==> config.mk <==
export PLATFORM = sky130hd
export DESIGN_NAME = four_level_page_walker_unit
export DESIGN_NICKNAME = d
export VERILOG_FILES = /design/src/hw/rtl/pwu_pkg.sv /design/src/hw/rtl/pwu_in_stage.sv /design/src/hw/rtl/pwu_walk.sv /design/src/hw/rtl/four_level_page_walker_unit.sv
export SDC_FILE = /design/constraint.sdc
export NUM_CORES = 1
export LEC_CHECK = 0
export BUFFER_PORTS_ARGS = -buffer_cell sky130_fd_sc_hd__buf_2
export CAP_MARGIN = 10
export CORE_MARGIN = 3
export CORE_UTILIZATION = 50
export DETAILED_ROUTE_END_ITERATION = 16
export MAX_ROUTING_LAYER = met4
export PLACE_DENSITY = 0.79
export SLEW_MARGIN = 20
export SYNTH_ARGS = -nofsm -noshare
export SYNTH_HDL_FRONTEND = slang
export SYNTH_SLANG_ARGS = --single-unit
==> constraint.sdc <==
create_clock -name clock -period 12.4 [get_ports clock]
set_input_delay 1.24 -clock clock [delete_from_list [all_inputs] [get_ports clock]]
set_output_delay 1.24 -clock clock [all_outputs]
set_load 0.03 [all_outputs]
==> src/hw/rtl/pwu_pkg.sv <==
// Package for the four-level page walker unit.
// Holds the word layouts, result kinds and walk levels; no dependencies.
`default_nettype none

package pwu_pkg;

   localparam int VA_BITS    = 48;
   localparam int ENTRY_BITS = 64;
   localparam int ADDR_BITS  = 52;

   // entry bit that marks a 2 MiB page at the third level
   localparam int LARGE_BIT_POS = 7;

   localparam logic OP_TRANSLATE = 1'b0;
   localparam logic OP_DATA      = 1'b1;

   typedef enum logic [1:0] {
      KIND_READ  = 2'd0,
      KIND_DONE  = 2'd1,
      KIND_ERROR = 2'd2
   } kind_type;

   typedef enum logic [2:0] {
      LVL_IDLE = 3'd0,
      LVL_1    = 3'd1,
      LVL_2    = 3'd2,
      LVL_3    = 3'd3,
      LVL_4    = 3'd4
   } level_type;

   typedef struct packed {
      logic                  op;
      logic [VA_BITS-1:0]    virt_addr;
      logic [ENTRY_BITS-1:0] entry_data;
   } req_word_type;

   typedef struct packed {
      logic         valid;
      req_word_type word;
   } stage_type;

   typedef struct packed {
      kind_type             kind;
      logic [ADDR_BITS-1:0] address;
      logic                 large_page;
   } rsp_word_type;

endpackage

`default_nettype wire

==> src/hw/rtl/pwu_in_stage.sv <==
// Input register of the page walker unit.
// Depends on pwu_pkg for the request word layout.
`default_nettype none

module pwu_in_stage import pwu_pkg::*; (
   input  wire logic         clock,
   input  wire logic         reset,
   input  wire logic         req_tvalid,
   output logic              req_tready,
   input  wire req_word_type req_word,
   input  wire logic         advance,
   output stage_type         stage
);

   logic         valid_ff;
   logic         valid_in;
   req_word_type word_ff;
   logic         load;

   // the stage empties into the result register whenever that one can take a word
   assign req_tready = !valid_ff || advance;
   assign load       = req_tvalid && req_tready;

   always_comb begin
      valid_in = valid_ff;
      if (req_tready) begin
         valid_in = req_tvalid;
      end
   end

   always_ff @(posedge clock) begin
      if (reset) begin
         valid_ff <= 1'b0;
      end else begin
         valid_ff <= valid_in;
      end
   end

   always_ff @(posedge clock) begin
      if (load) begin
         word_ff <= req_word;
      end
   end

   assign stage.valid = valid_ff;
   assign stage.word  = word_ff;

endmodule

`default_nettype wire

==> src/hw/rtl/pwu_walk.sv <==
// Walk state machine, address formation and result register.
// Depends on pwu_pkg; fed by pwu_in_stage.
`default_nettype none

module pwu_walk import pwu_pkg::*; #(
   parameter int PHYS_ADDR_BITS = 52
) (
   input  wire logic                 clock,
   input  wire logic                 reset,
   input  wire logic                 csr_wr_en,
   input  wire logic [ADDR_BITS-1:0] csr_wr_data,
   input  wire stage_type            stage,
   output logic                      advance,
   output level_type                 level,
   output logic                      rsp_tvalid,
   input  wire logic                 rsp_tready,
   output rsp_word_type              rsp_word
);

   localparam logic [ADDR_BITS-1:0] PhysMask = {ADDR_BITS{1'b1}} >> (ADDR_BITS - PHYS_ADDR_BITS);

   level_type            level_ff, level_in;
   logic [VA_BITS-1:0]   vaddr_ff, vaddr_in;
   logic [ADDR_BITS-1:0] table_base_ff;
   logic                 rsp_valid_ff, rsp_valid_in;
   rsp_word_type         rsp_ff, rsp_in;
   logic                 busy;
   logic                 take;
   logic [ENTRY_BITS-1:0] entry;
   logic [VA_BITS-1:0]   va;

   assign advance = !rsp_valid_ff || rsp_tready;
   assign take    = advance && stage.valid;
   assign entry   = stage.word.entry_data;
   assign va      = stage.word.virt_addr;
   assign busy    = (level_ff == LVL_1) || (level_ff == LVL_2) ||
                    (level_ff == LVL_3) || (level_ff == LVL_4);

   always_comb begin
      level_in     = level_ff;
      vaddr_in     = vaddr_ff;
      rsp_valid_in = advance ? stage.valid : rsp_valid_ff;
      rsp_in       = rsp_ff;
      if (take) begin
         rsp_in.kind       = KIND_ERROR;
         rsp_in.address    = '0;
         rsp_in.large_page = 1'b0;
         if (stage.word.op == OP_TRANSLATE) begin
            if (!busy) begin
               level_in       = LVL_1;
               vaddr_in       = va;
               rsp_in.kind    = KIND_READ;
               rsp_in.address = (table_base_ff + {40'd0, va[47:39], 3'b000}) & PhysMask;
            end
         end else begin
            // table bases are 4 KiB aligned, so base plus index*8 is a concatenation
            unique case (level_ff)
               LVL_1: begin
                  level_in       = LVL_2;
                  rsp_in.kind    = KIND_READ;
                  rsp_in.address = {entry[51:12], vaddr_ff[38:30], 3'b000} & PhysMask;
               end
               LVL_2: begin
                  level_in       = LVL_3;
                  rsp_in.kind    = KIND_READ;
                  rsp_in.address = {entry[51:12], vaddr_ff[29:21], 3'b000} & PhysMask;
               end
               LVL_3: begin
                  if (entry[LARGE_BIT_POS]) begin
                     level_in          = LVL_IDLE;
                     rsp_in.kind       = KIND_DONE;
                     rsp_in.address    = {entry[51:21], vaddr_ff[20:0]} & PhysMask;
                     rsp_in.large_page = 1'b1;
                  end else begin
                     level_in       = LVL_4;
                     rsp_in.kind    = KIND_READ;
                     rsp_in.address = {entry[51:12], vaddr_ff[20:12], 3'b000} & PhysMask;
                  end
               end
               LVL_4: begin
                  level_in       = LVL_IDLE;
                  rsp_in.kind    = KIND_DONE;
                  rsp_in.address = {entry[51:12], vaddr_ff[11:0]} & PhysMask;
               end
               default: begin
                  // data word with no walk open: error, state kept
                  level_in = level_ff;
               end
            endcase
         end
      end
   end

   always_ff @(posedge clock) begin
      if (reset) begin
         level_ff      <= LVL_IDLE;
         vaddr_ff      <= '0;
         table_base_ff <= '0;
         rsp_valid_ff  <= 1'b0;
      end else begin
         level_ff     <= level_in;
         vaddr_ff     <= vaddr_in;
         rsp_valid_ff <= rsp_valid_in;
         if (csr_wr_en) begin
            table_base_ff <= csr_wr_data;
         end
      end
   end

   always_ff @(posedge clock) begin
      rsp_ff <= rsp_in;
   end

   assign level      = level_ff;
   assign rsp_tvalid = rsp_valid_ff;
   assign rsp_word   = rsp_ff;

endmodule

`default_nettype wire

==> src/hw/rtl/four_level_page_walker_unit.sv <==
// Four-level page walker unit: an input register, then the walk logic
// with its result register. Uses pwu_pkg, pwu_in_stage and pwu_walk.
//
// Translates a 48-bit virtual address through four levels of 512-entry tables.
// A translate word (req_tuser 0) opens a walk and returns a read request for
// the top-level entry; each data word (req_tuser 1) carrying a fetched entry
// returns the next read request, or the final physical address with
// rsp_tuser[2] set when a third-level entry marks a 2 MiB page. A word that
// does not fit the walk state returns an error word and changes nothing.
// Every input word gives exactly one result word, which passes through the input
// register and then the result register before it is valid on rsp;
// the unit takes one word per cycle, limited only by rsp_tready.
// csr_wr_data is the top-level table base; write it while the unit is idle.
`default_nettype none

module four_level_page_walker_unit import pwu_pkg::*; #(
   parameter int PHYS_ADDR_BITS = 52
) (
   input  wire logic                 clock,
   input  wire logic                 reset,
   input  wire logic                 csr_wr_en,
   input  wire logic [ADDR_BITS-1:0] csr_wr_data,
   input  wire logic                 req_tvalid,
   output logic                      req_tready,
   input  wire logic [111:0]         req_tdata,   // virt_addr[47:0], entry_data[111:48]
   input  wire logic                 req_tuser,   // op
   output logic                      rsp_tvalid,
   input  wire logic                 rsp_tready,
   output logic [55:0]               rsp_tdata,   // address[51:0], zero fill
   output logic [2:0]                rsp_tuser    // kind[1:0], large_page[2]
);

   req_word_type req_word;
   stage_type    stage;
   rsp_word_type rsp_word;
   level_type    level;
   logic         advance;

   assign req_word.op         = req_tuser;
   assign req_word.virt_addr  = req_tdata[47:0];
   assign req_word.entry_data = req_tdata[111:48];

   pwu_in_stage u_in_stage (
      .clock      (clock),
      .reset      (reset),
      .req_tvalid (req_tvalid),
      .req_tready (req_tready),
      .req_word   (req_word),
      .advance    (advance),
      .stage      (stage)
   );

   pwu_walk #(
      .PHYS_ADDR_BITS (PHYS_ADDR_BITS)
   ) u_walk (
      .clock       (clock),
      .reset       (reset),
      .csr_wr_en   (csr_wr_en),
      .csr_wr_data (csr_wr_data),
      .stage       (stage),
      .advance     (advance),
      .level       (level),
      .rsp_tvalid  (rsp_tvalid),
      .rsp_tready  (rsp_tready),
      .rsp_word    (rsp_word)
   );

   assign rsp_tdata = {4'd0, rsp_word.address};
   assign rsp_tuser = {rsp_word.large_page, rsp_word.kind};

   a_large_only_done: assert property (@(posedge clock) disable iff (reset)
      rsp_tvalid && rsp_tuser[2] |-> rsp_tuser[1:0] == KIND_DONE)
      else $error("large page flag on a word that is not a finished translation");

   a_error_zero: assert property (@(posedge clock) disable iff (reset)
      rsp_tvalid && rsp_tuser[1:0] == KIND_ERROR |-> rsp_tdata == 56'd0)
      else $error("error word with nonzero address");

   a_walk_open: assert property (@(posedge clock) disable iff (reset)
      advance && stage.valid && stage.word.op == OP_TRANSLATE && level == LVL_IDLE
      |=> level == LVL_1 && rsp_tvalid && rsp_tuser[1:0] == KIND_READ)
      else $error("translate word while idle did not open a walk");

   a_stage_fill: assert property (@(posedge clock) disable iff (reset)
      req_tvalid && req_tready |=> stage.valid)
      else $error("accepted word lost in the input register");

endmodule

`default_nettype wire
==> results of run 1 <==
[cells in the mapped netlist (all sizes together), types with 2 or more instances]
cell     number
edfxtp      145
nand2       131
dfxtp        96
nor2         75
a21oi        53
mux2i        53
clkbuf       43
xnor2        39
o21ai        35
a22oi        19
buf          16
inv          14
nor3         14
nand3        13
nand4        13
o22ai        13
a2111oi      12
ha            9
nor4          9
a221oi        8
a211oi        7
xor2          7
nor2b         5
a21o          4
a22o          4
and2          4
o21a          4
and3          3
o32ai         3
a211o         2
and4b         2
o311ai        2
o31ai         2
or3           2
[tightest hold or removal path, cell delays in order, from the launching register on]
cell and delay (ns):
dfxtp_1 0.31, nand2_1 0.05, a21oi_1 0.05
[cell usage in the layout, fill, tap and decap left out, types with 3 or more instances in the layout]
cell type | Yosys | layout
mux2i_1 | 53 | 53
nand4_1 | 10 | 10
clkbuf_16 | 0 | 26
bufinv_16 | 0 | 4
a21oi_1 | 53 | 53
and2_1 | 4 | 3
nand3_1 | 13 | 13
a2111oi_4 | 5 | 5
conb_1 | 1 | 4
nor2b_1 | 5 | 5
a221oi_1 | 8 | 8
o22ai_1 | 13 | 13
o21a_1 | 4 | 4
clkinv_2 | 0 | 5
o21ai_1 | 34 | 34
inv_1 | 14 | 14
nor4_1 | 4 | 4
ha_1 | 9 | 9
and3_1 | 3 | 3
xnor2_1 | 39 | 39
nor4_2 | 4 | 4
nand2_1 | 131 | 131
diode_2 | 0 | 3
a22o_1 | 4 | 4
a22oi_1 | 19 | 19
buf_2 | 7 | 202
a21o_1 | 4 | 4
edfxtp_1 | 145 | 145
a211oi_1 | 6 | 5
nor3_1 | 13 | 13
o32ai_1 | 3 | 3
a2111oi_2 | 7 | 7
dfxtp_1 | 96 | 96
xor2_1 | 7 | 7
nor2_1 | 75 | 74
buf_4 | 5 | 11
[stage by stage]
step	power [mW]	hold slack (ns)	setup slack, ns
floorplan	1.032	0.4360	7.502
global placement	1.086	0.4421	8.978
detailed placement	1.092	0.4480	8.960
CTS	1.883	0.4567	8.958
global route	1.936	0.4731	8.856
finish	1.870	0.4571	8.948
[power breakdown]
group          switching, mW  leakage, nW  internal [mW]  total, mW
combinational         0.0984         1.96         0.0576      0.156
clock                  0.314        0.435          0.481      0.795
sequential            0.0239         2.20          0.895      0.919
total                  0.436         4.59           1.43       1.87
[cell type report]
| cell class | count | area, µm² | share of cell area (%) |
|---|---|---|---|
| sequential | 241 | 6276 | 51.04 |
| multi-input combinational | 561 | 3645 | 29.64 |
| timing repair buffer | 213 | 1094 | 8.893 |
| clock buffer | 30 | 685.7 | 5.576 |
| tap | 265 | 331.6 | 2.696 |
| clock inverter | 16 | 205.2 | 1.669 |
| inverter | 14 | 52.55 | 0.4274 |
| antenna | 3 | 7.507 | 0.06105 |
[worst max path at each step]
stage / start / endpoint / slack (ns) / cells past startpoint
2_1_floorplan: rsp_tready / u_walk.vaddr_ff[28] / 7.50 / 7
3_3_place_gp: rsp_tready / req_tready / 8.98 / 4
3_5_place_dp: rsp_tready / req_tready / 8.96 / 4
4_1_cts: rsp_tready / req_tready / 8.96 / 4
5_1_grt: rsp_tready / req_tready / 8.86 / 4
6_report: rsp_tready / req_tready / 8.95 / 4
[layer usage]
layer,global-route usage [%],vias up,routed length [µm]
met2,33.78,275,11390
met3,3.403,36,1869
met5,-,-,0
met1,30.55,3428,10530
li1,-,3511,-
met4,5.767,0,566
[flip-flops by register name, summed over array words and instances, names as in the netlist]
| register | count |
|---|---|
| u_walk.level | 3 |
| u_in_stage.stage | 90 |
| u_walk.table_base_ff | 52 |
| u_walk.rsp_word | 55 |
| u_walk.rsp_tvalid | 1 |
| u_walk.vaddr_ff | 39 |
| u_in_stage.valid_ff | 1 |
[cell families (layout without fill, tap and decap cells)]
logic type | after synthesis | in the layout | share of synthesized area, %
fa+ha+maj | 10 | 10 | 1.302
mux | 53 | 53 | 5.208
simple gates | 276 | 276 | 12.48
other cells | 1 | 7 | 0.03681
buf+inv | 73 | 273 | 3.034
compound gates | 172 | 172 | 12.38
xor+xnor | 46 | 46 | 3.955
flops | 241 | 241 | 61.61
==> flow_summary.ini, run 1 <==
[sta]
period_share_pct = 27.84
worst_slew_pin_slew_ns = 1.074
clock_skew_ns = 0.01815
grt_setup_unrepaired = no
relSlewSlack_pct = 28.37
finalSetupTns_ns = 0
period_minus_slack_ns = 3.452
max_freq_mhz = 289.7
final_hold_viol_count = 0
slew_viol_final = 0
setup_viol = 0

[synthesis]
yosys-top-cells-area = edfxtp_1 43%, dfxtp_1 19%, mux2i_1 5.2%, nand2_1 4.8%, xnor2_1 3.4%
ys_warn_count = 0
synth_top_area_cell = edfxtp_1
netlist_area_um2 = 10190
synth-async-reset-ratio_pct = 0
ys_seq_area_share_pct = 61.61
ys_ff_latch = 241
syn_area_per_cell_um2 = 11.68
synth_edf_count = 145
syn-instance-count = 872
synth_top_area_share_pct = 42.74
synth.distinct_cells = 58
ys.flop_type = edfxtp_1

[place]
place_inst = 1294
gp_congestion = 0.7891
port_buffers = 203
dp_hpwl_mm = 16.09
place_area_um2 = 11400

[clock_network]
clock_latency_ns = 0.53
clockBufferDepth = 3
postCtsSetupBuffers = 0
cts.sinks = 241
numCtsBuffers = 25
ctsResizeCount = 0
path_clk_slew_ns = 0.07
cts_root_buf = clkbuf_16
cts_tree = done
htreeDepth = 1
cts_hold_buf = 0

[power]
peakVddDrop_v = 0.0001082
p_leak_nw = 4.595
p_per_area_nw_per_um2 = 152.1

[drt]
drc = 0
drt_iter0_markers = 524
vias = 7250
drt_pass1_iterations = 5
vias_per_cell = 5.398
wl_per_cell_um = 18.14
ant_nets = 0
wl_mm = 24.36

[worst_setup_path]
cp.arrival_ns = 2.21
r2r-start = u_walk.table_base_ff[3]
worst-setup-path-type = in2out
cp-end-kind = primary output
slowest_stage = nor2b_1
critPathBufInv = 2
reg2reg_depth = 9
critical_path.max_stage_delay_ns = 0.52
r2r_end = u_walk.rsp_word[46]
path_delay_family = simple AND/OR/NAND/NOR gates
crit_chain = buf_2, nor2b_1, nand2_1, buf_2
crit_top_cell = buf_2
cp_data_required_time_ns = 11.16
critPathLaunchType = input port
r2r_setup_slack_ns = 9.62
crit_path_max_fanout = 6

[job]
maxCapViolations = 0

[min_path]
whs_endpoint = u_walk.vaddr_ff[5]
hold_depth = 2
min_path_type = reg2reg
hold_start = u_walk.vaddr_ff[5]

[global_route]
antenna_found_initial = 3
grt_max_degree = 97
grtUsageTotal_pct = 21.83
grt_pass1_vias = 7025
overflow = 0
grt_pass1_wl_mm = 37.18

[floorplan]
die_h_um = 148.7
num_rows = 51
pin_count = 231
start_util_pct = 51.67
die_w_um = 148.7
core_um2 = 19720
die_area_um2 = 22120

[final_layout]
num-nets-final = 1236
nFillCells = 1552
drive_gt1_share_pct = 26.42
synthToLayoutAreaGrowth_pct = 20.71
fin_util_pct = 62.36
fin_cells = 1343
design_area_um2 = 12300

[status]
outcome = completed
Note: power is estimated with default switching activity, not from simulation.
==> run 2, diff against run 1 <==
clock period = 3.3 ns   (was 12.4 ns; I/O delays follow)
==> flow_summary.ini, run 2 (synthesized netlist as in run 1, its figures left out) <==
[final_layout]
register_area_um2 = 6276
layout_common_cells = 202 x buf_2, 145 x edfxtp_1, 131 x nand2_1
drive_gt1_share_pct = 24.16
layout_commonest_cell = buf_2
multi_input_area_um2 = 3642
largest_reg_flops = 90
nFillCells = 1399
fin_util_pct = 66.99
num-nets-final = 1329
synthToLayoutAreaGrowth_pct = 29.66
fin_cells = 1436

[worst_setup_path]
worst-setup-path-type = reg2reg
r2r-start = u_walk.table_base_ff[3]
reg2reg_depth = 9
crit_path_max_fanout = 8
cp_data_required_time_ns = 3.57
r2r_end = u_walk.rsp_word[46]
r2r_setup_slack_ns = 0.59
critPathLaunchType = register
cp-end-kind = register
cp.arrival_ns = 2.98

[sta]
setup_viol = 0
worst_slack_ns = 0.5890
period_share_pct = 82.15
period_minus_slack_ns = 2.711
slew_viol_final = 0
worst_slew_pin_slew_ns = 1.058
clock_skew_ns = 0.01234
finalSetupTns_ns = 0
grt_setup_unrepaired = no
max_freq_mhz = 368.9
final_hold_viol_count = 0
relSlewSlack_pct = 29.49

[global_route]
grt_pass1_wl_mm = 40.98
grtUsageTotal_pct = 24.18
overflow = 0
antenna_found_initial = 4
grt_pass1_vias = 7662
grt_max_degree = 97

[clock_network]
cts.sinks = 241
clockBufferDepth = 3
htreeDepth = 1
numCtsBuffers = 25
cts_root_buf = clkbuf_16
path_clk_slew_ns = 0.06
clock_latency_ns = 0.53
postCtsSetupBuffers = 0
cts_tree = done

[min_path]
hold_start = csr_wr_data[49]
whs_endpoint = u_walk.table_base_ff[49]
min_path_type = in2reg
hold_depth = 3

[place]
dp_hpwl_mm = 16.22
place_ws_ns = 0.5667
port_buffers = 203
gp_congestion = 0.8313
place_inst = 1297

[floorplan]
start_util_pct = 51.67
num_rows = 51
die_h_um = 148.7
pin_count = 231
die_w_um = 148.7
core_um2 = 19720
die_area_um2 = 22120

[power]
peakVddDrop_v = 0.0004499
p_leak_nw = 4.980
p_per_area_nw_per_um2 = 536.9

[drt]
ant_nets = 0
vias_per_cell = 5.367
wl_per_cell_um = 18.51
drc = 0
drt_pass1_iterations = 5
wl_mm = 26.59
vias = 7707
drt_iter0_markers = 624

[status]
outcome = completed

[job]
maxCapViolations = 0
## run 2: cell count changes in the layout (fill, tap and decap cells not counted), moves of 2 or more
cell           delta
dlygate4sd3_1    +90
clkbuf_1          +6
clkbuf_8          +5
clkinv_2          -4
buf_4             +2
clkinv_1          -2
clkinv_4          -2
clkinvlp_4        -2
## run 2: critical path, cell delays in order (launching register included)
cell      delay [ns]
dfxtp_1         0.33
ha_1            0.17
inv_1           0.05
fa_1            0.40
nor2b_1         0.16
o2111a_1        0.36
o311ai_2        0.27
nor4_1          0.46
xnor2_1         0.17
o21ai_1         0.08
## run 2: what timing repair did
action                     CTS  global route
setup endpoints to repair    0             0
hold endpoints to repair    90             0
resized for setup            0             0
hold buffers                90             0
## run 2: power breakdown
group | internal, mW | switching (mW)
Clock | 1.80 | 1.16
Sequential | 3.36 | 0.0913
Combinational | 0.289 | 0.391
## run 2: worst max-delay path by stage
stage | from | end | slack [ns] | cells after the start
2_1_floorplan | u_walk.rsp_tvalid | u_walk.vaddr_ff[28] | 0.15 | 7
3_3_place_gp | u_walk.table_base_ff[3] | u_walk.rsp_word[46] | 0.60 | 9
3_5_place_dp | u_walk.table_base_ff[3] | u_walk.rsp_word[46] | 0.57 | 9
4_1_cts | u_walk.table_base_ff[3] | u_walk.rsp_word[46] | 0.57 | 9
5_1_grt | u_walk.table_base_ff[3] | u_walk.rsp_word[46] | 0.40 | 9
6_report | u_walk.table_base_ff[3] | u_walk.rsp_word[46] | 0.59 | 9
## run 2: metrics by stage
step | hold slack (ns) | instance area [µm²] | total power [mW]
after floorplan | 0.4289 | 10200 | 3.874
after global placement | 0.4413 | 11430 | 4.086
after detailed placement | 0.4460 | 11430 | 4.103
after CTS | 0.01474 | 13200 | 7.108
after global routing | 0.02767 | 13210 | 7.342
final | 0.03299 | 13210 | 7.092
## run 2: per-layer routing
layer,wire (µm),up-vias,GRT usage [%]
met5,0,-,-
met4,588,0,6.087
li1,-,3708,-
met1,11260,3667,32.77
met2,13200,287,39.44
met3,1536,45,2.887
## run 2: cell type report
class,count,share of cell area (%)
flip-flops and latches,241,47.51
multi-input cells,561,27.57
repair buffers,306,15.36
clock buffers,40,5.693
well taps,265,2.510
clock inverters,5,0.8715
inverters,14,0.3978
diodes,4,0.07578
==> run 3, diff against run 2 <==
CORE_UTILIZATION = 49   (was 50)
PLACE_DENSITY = 0.8   (was 0.79)
clock period = 2.3 ns   (was 3.3 ns; I/O delays follow)
==> flow_summary.ini, run 3 (synthesized netlist as in run 1, its figures left out) <==
[job]
maxCapViolations = 0

[sta]
final_hold_viol_count = 0
grt_setup_unrepaired = yes
setup_viol = 24
fin_hold_ws_ns = 0.02341
finalSetupTns_ns = -1.503
slew_viol_final = 0
max_freq_mhz = 414.0
period_share_pct = 105.0
relSlewSlack_pct = 36.54
worst_slew_pin_slew_ns = 0.9491
worst_slack_ns = -0.1152
period_minus_slack_ns = 2.415
clock_skew_ns = 0.01803

[place]
place_area_um2 = 11820
gp_congestion = 0.8985
port_buffers = 203
dp_hpwl_mm = 17.36
place_inst = 1336

[clock_network]
cts_root_buf = clkbuf_16
path_clk_slew_ns = 0.06
cts_tree = done
numCtsBuffers = 26
clock_latency_ns = 0.53
cts.sinks = 241
clockBufferDepth = 3
htreeDepth = 1

[final_layout]
drive_gt1_share_pct = 27.89
largest_reg_flops = 90
layout_commonest_cell = buf_2
num-nets-final = 1422
antenna_cells = 0
layout_common_cells = 202 x buf_2, 145 x edfxtp_1, 143 x dlygate4sd3_1
design_area_um2 = 14490
fin_cells = 1532
synthToLayoutAreaGrowth_pct = 42.24

[drt]
wl_per_cell_um = 19.01
ant_nets = 0
drt_iter0_markers = 727
vias = 8279
drt_pass1_iterations = 5
wl_mm = 29.12
drc = 0
vias_per_cell = 5.404

[floorplan]
start_util_pct = 50.18
pin_count = 231
die_h_um = 150.2
core_um2 = 20300
num_rows = 52
die_area_um2 = 22560
die_w_um = 150.2

[global_route]
grt_pass1_vias = 8341
grt_pass1_wl_mm = 44.84
antenna_found_initial = 0
overflow = 0
grtUsageTotal_pct = 26.18
grt_max_degree = 72

[worst_setup_path]
crit_path_max_fanout = 15
worst-setup-path-type = reg2reg
critPathLaunchType = register
cp-end-kind = register
cp_data_required_time_ns = 2.56
cp.arrival_ns = 2.68

[power]
peakVddDrop_v = 0.0006659
p_leak_nw = 5.633
p_per_area_nw_per_um2 = 718.0

[status]
violations = setup timing
outcome = complete, but fails checks

[min_path]
min_path_type = in2reg
[run 3: cell count changes in the layout (fill, tap and decap cells not counted), moves of 7 or more]
cell and delta:
a2111oi_4 +7, a2111oi_2 -7, buf_12 +9, buf_4 +27, nor4_4 +7, dlygate4sd3_1 +53
[run 3: timing repair]
item,4_1_cts,5_1_grt
resized for setup,28,18
hold buffers,143,0
hold endpoints to repair,143,0
buffers inserted,3,2
pin swaps,23,26
endpoints found under the setup margin,38,42
[run 3: path summary, 6_finish.rpt]
check / slack, ns / depth (start not counted) / start / end
worst max-delay path: -0.12 / 8 / u_in_stage.stage[104] / u_walk.rsp_word[41]
worst min-delay path: 0.02 / 4 / rsp_tready / u_walk.rsp_tvalid
worst max register to register: -0.12 / 8 / u_in_stage.stage[104] / u_walk.rsp_word[41]
worst min register to register: 0.46 / 2 / u_walk.vaddr_ff[9] / u_walk.vaddr_ff[9]
[run 3: report_power, final]
group	leakage (nW)	switching, mW	internal [mW]	total [mW]
registers	2.20	0.136	4.83	4.96
logic	3.00	0.629	0.547	1.18
clock network	0.434	1.68	2.58	4.26
total	5.63	2.45	7.95	10.4
[run 3: critical path, stage by stage (launching register included)]
cell and delay (ns):
edfxtp_1 0.39, ha_1 0.29, a21o_1 0.14, nand4_1 0.18, a211o_1 0.39, buf_12 0.19
a2111oi_4 0.30, xnor2_1 0.17, o21ai_1 0.10
[run 3: per-layer routing]
layer  GRT usage, %  wire (µm)
met1          33.61      11900
met2          43.64      14540
met3          3.733       1849
met4          7.685        830
met5              -          0
[run 3: metrics by stage]
stage          total power, mW  util [%]  worst slack [ns]
2_1_floorplan            5.561         -           0.01915
3_3_place_gp             5.942     58.23           -0.1361
3_5_place_dp             5.969     58.23           -0.2021
4_1_cts                  10.40     70.81          -0.06132
5_1_grt                  10.77     71.38           -0.1746
6_report                 10.40     71.38           -0.1152
[run 3: final cells by class]
class	instances	area [µm²]
multi-input combinational	561	3961
clock inverter	11	142.6
tap	270	337.8
fill	1373	5809
inverter	14	52.55
sequential	241	6277
clock buffer	37	742.0
timing repair buffer	398	2977
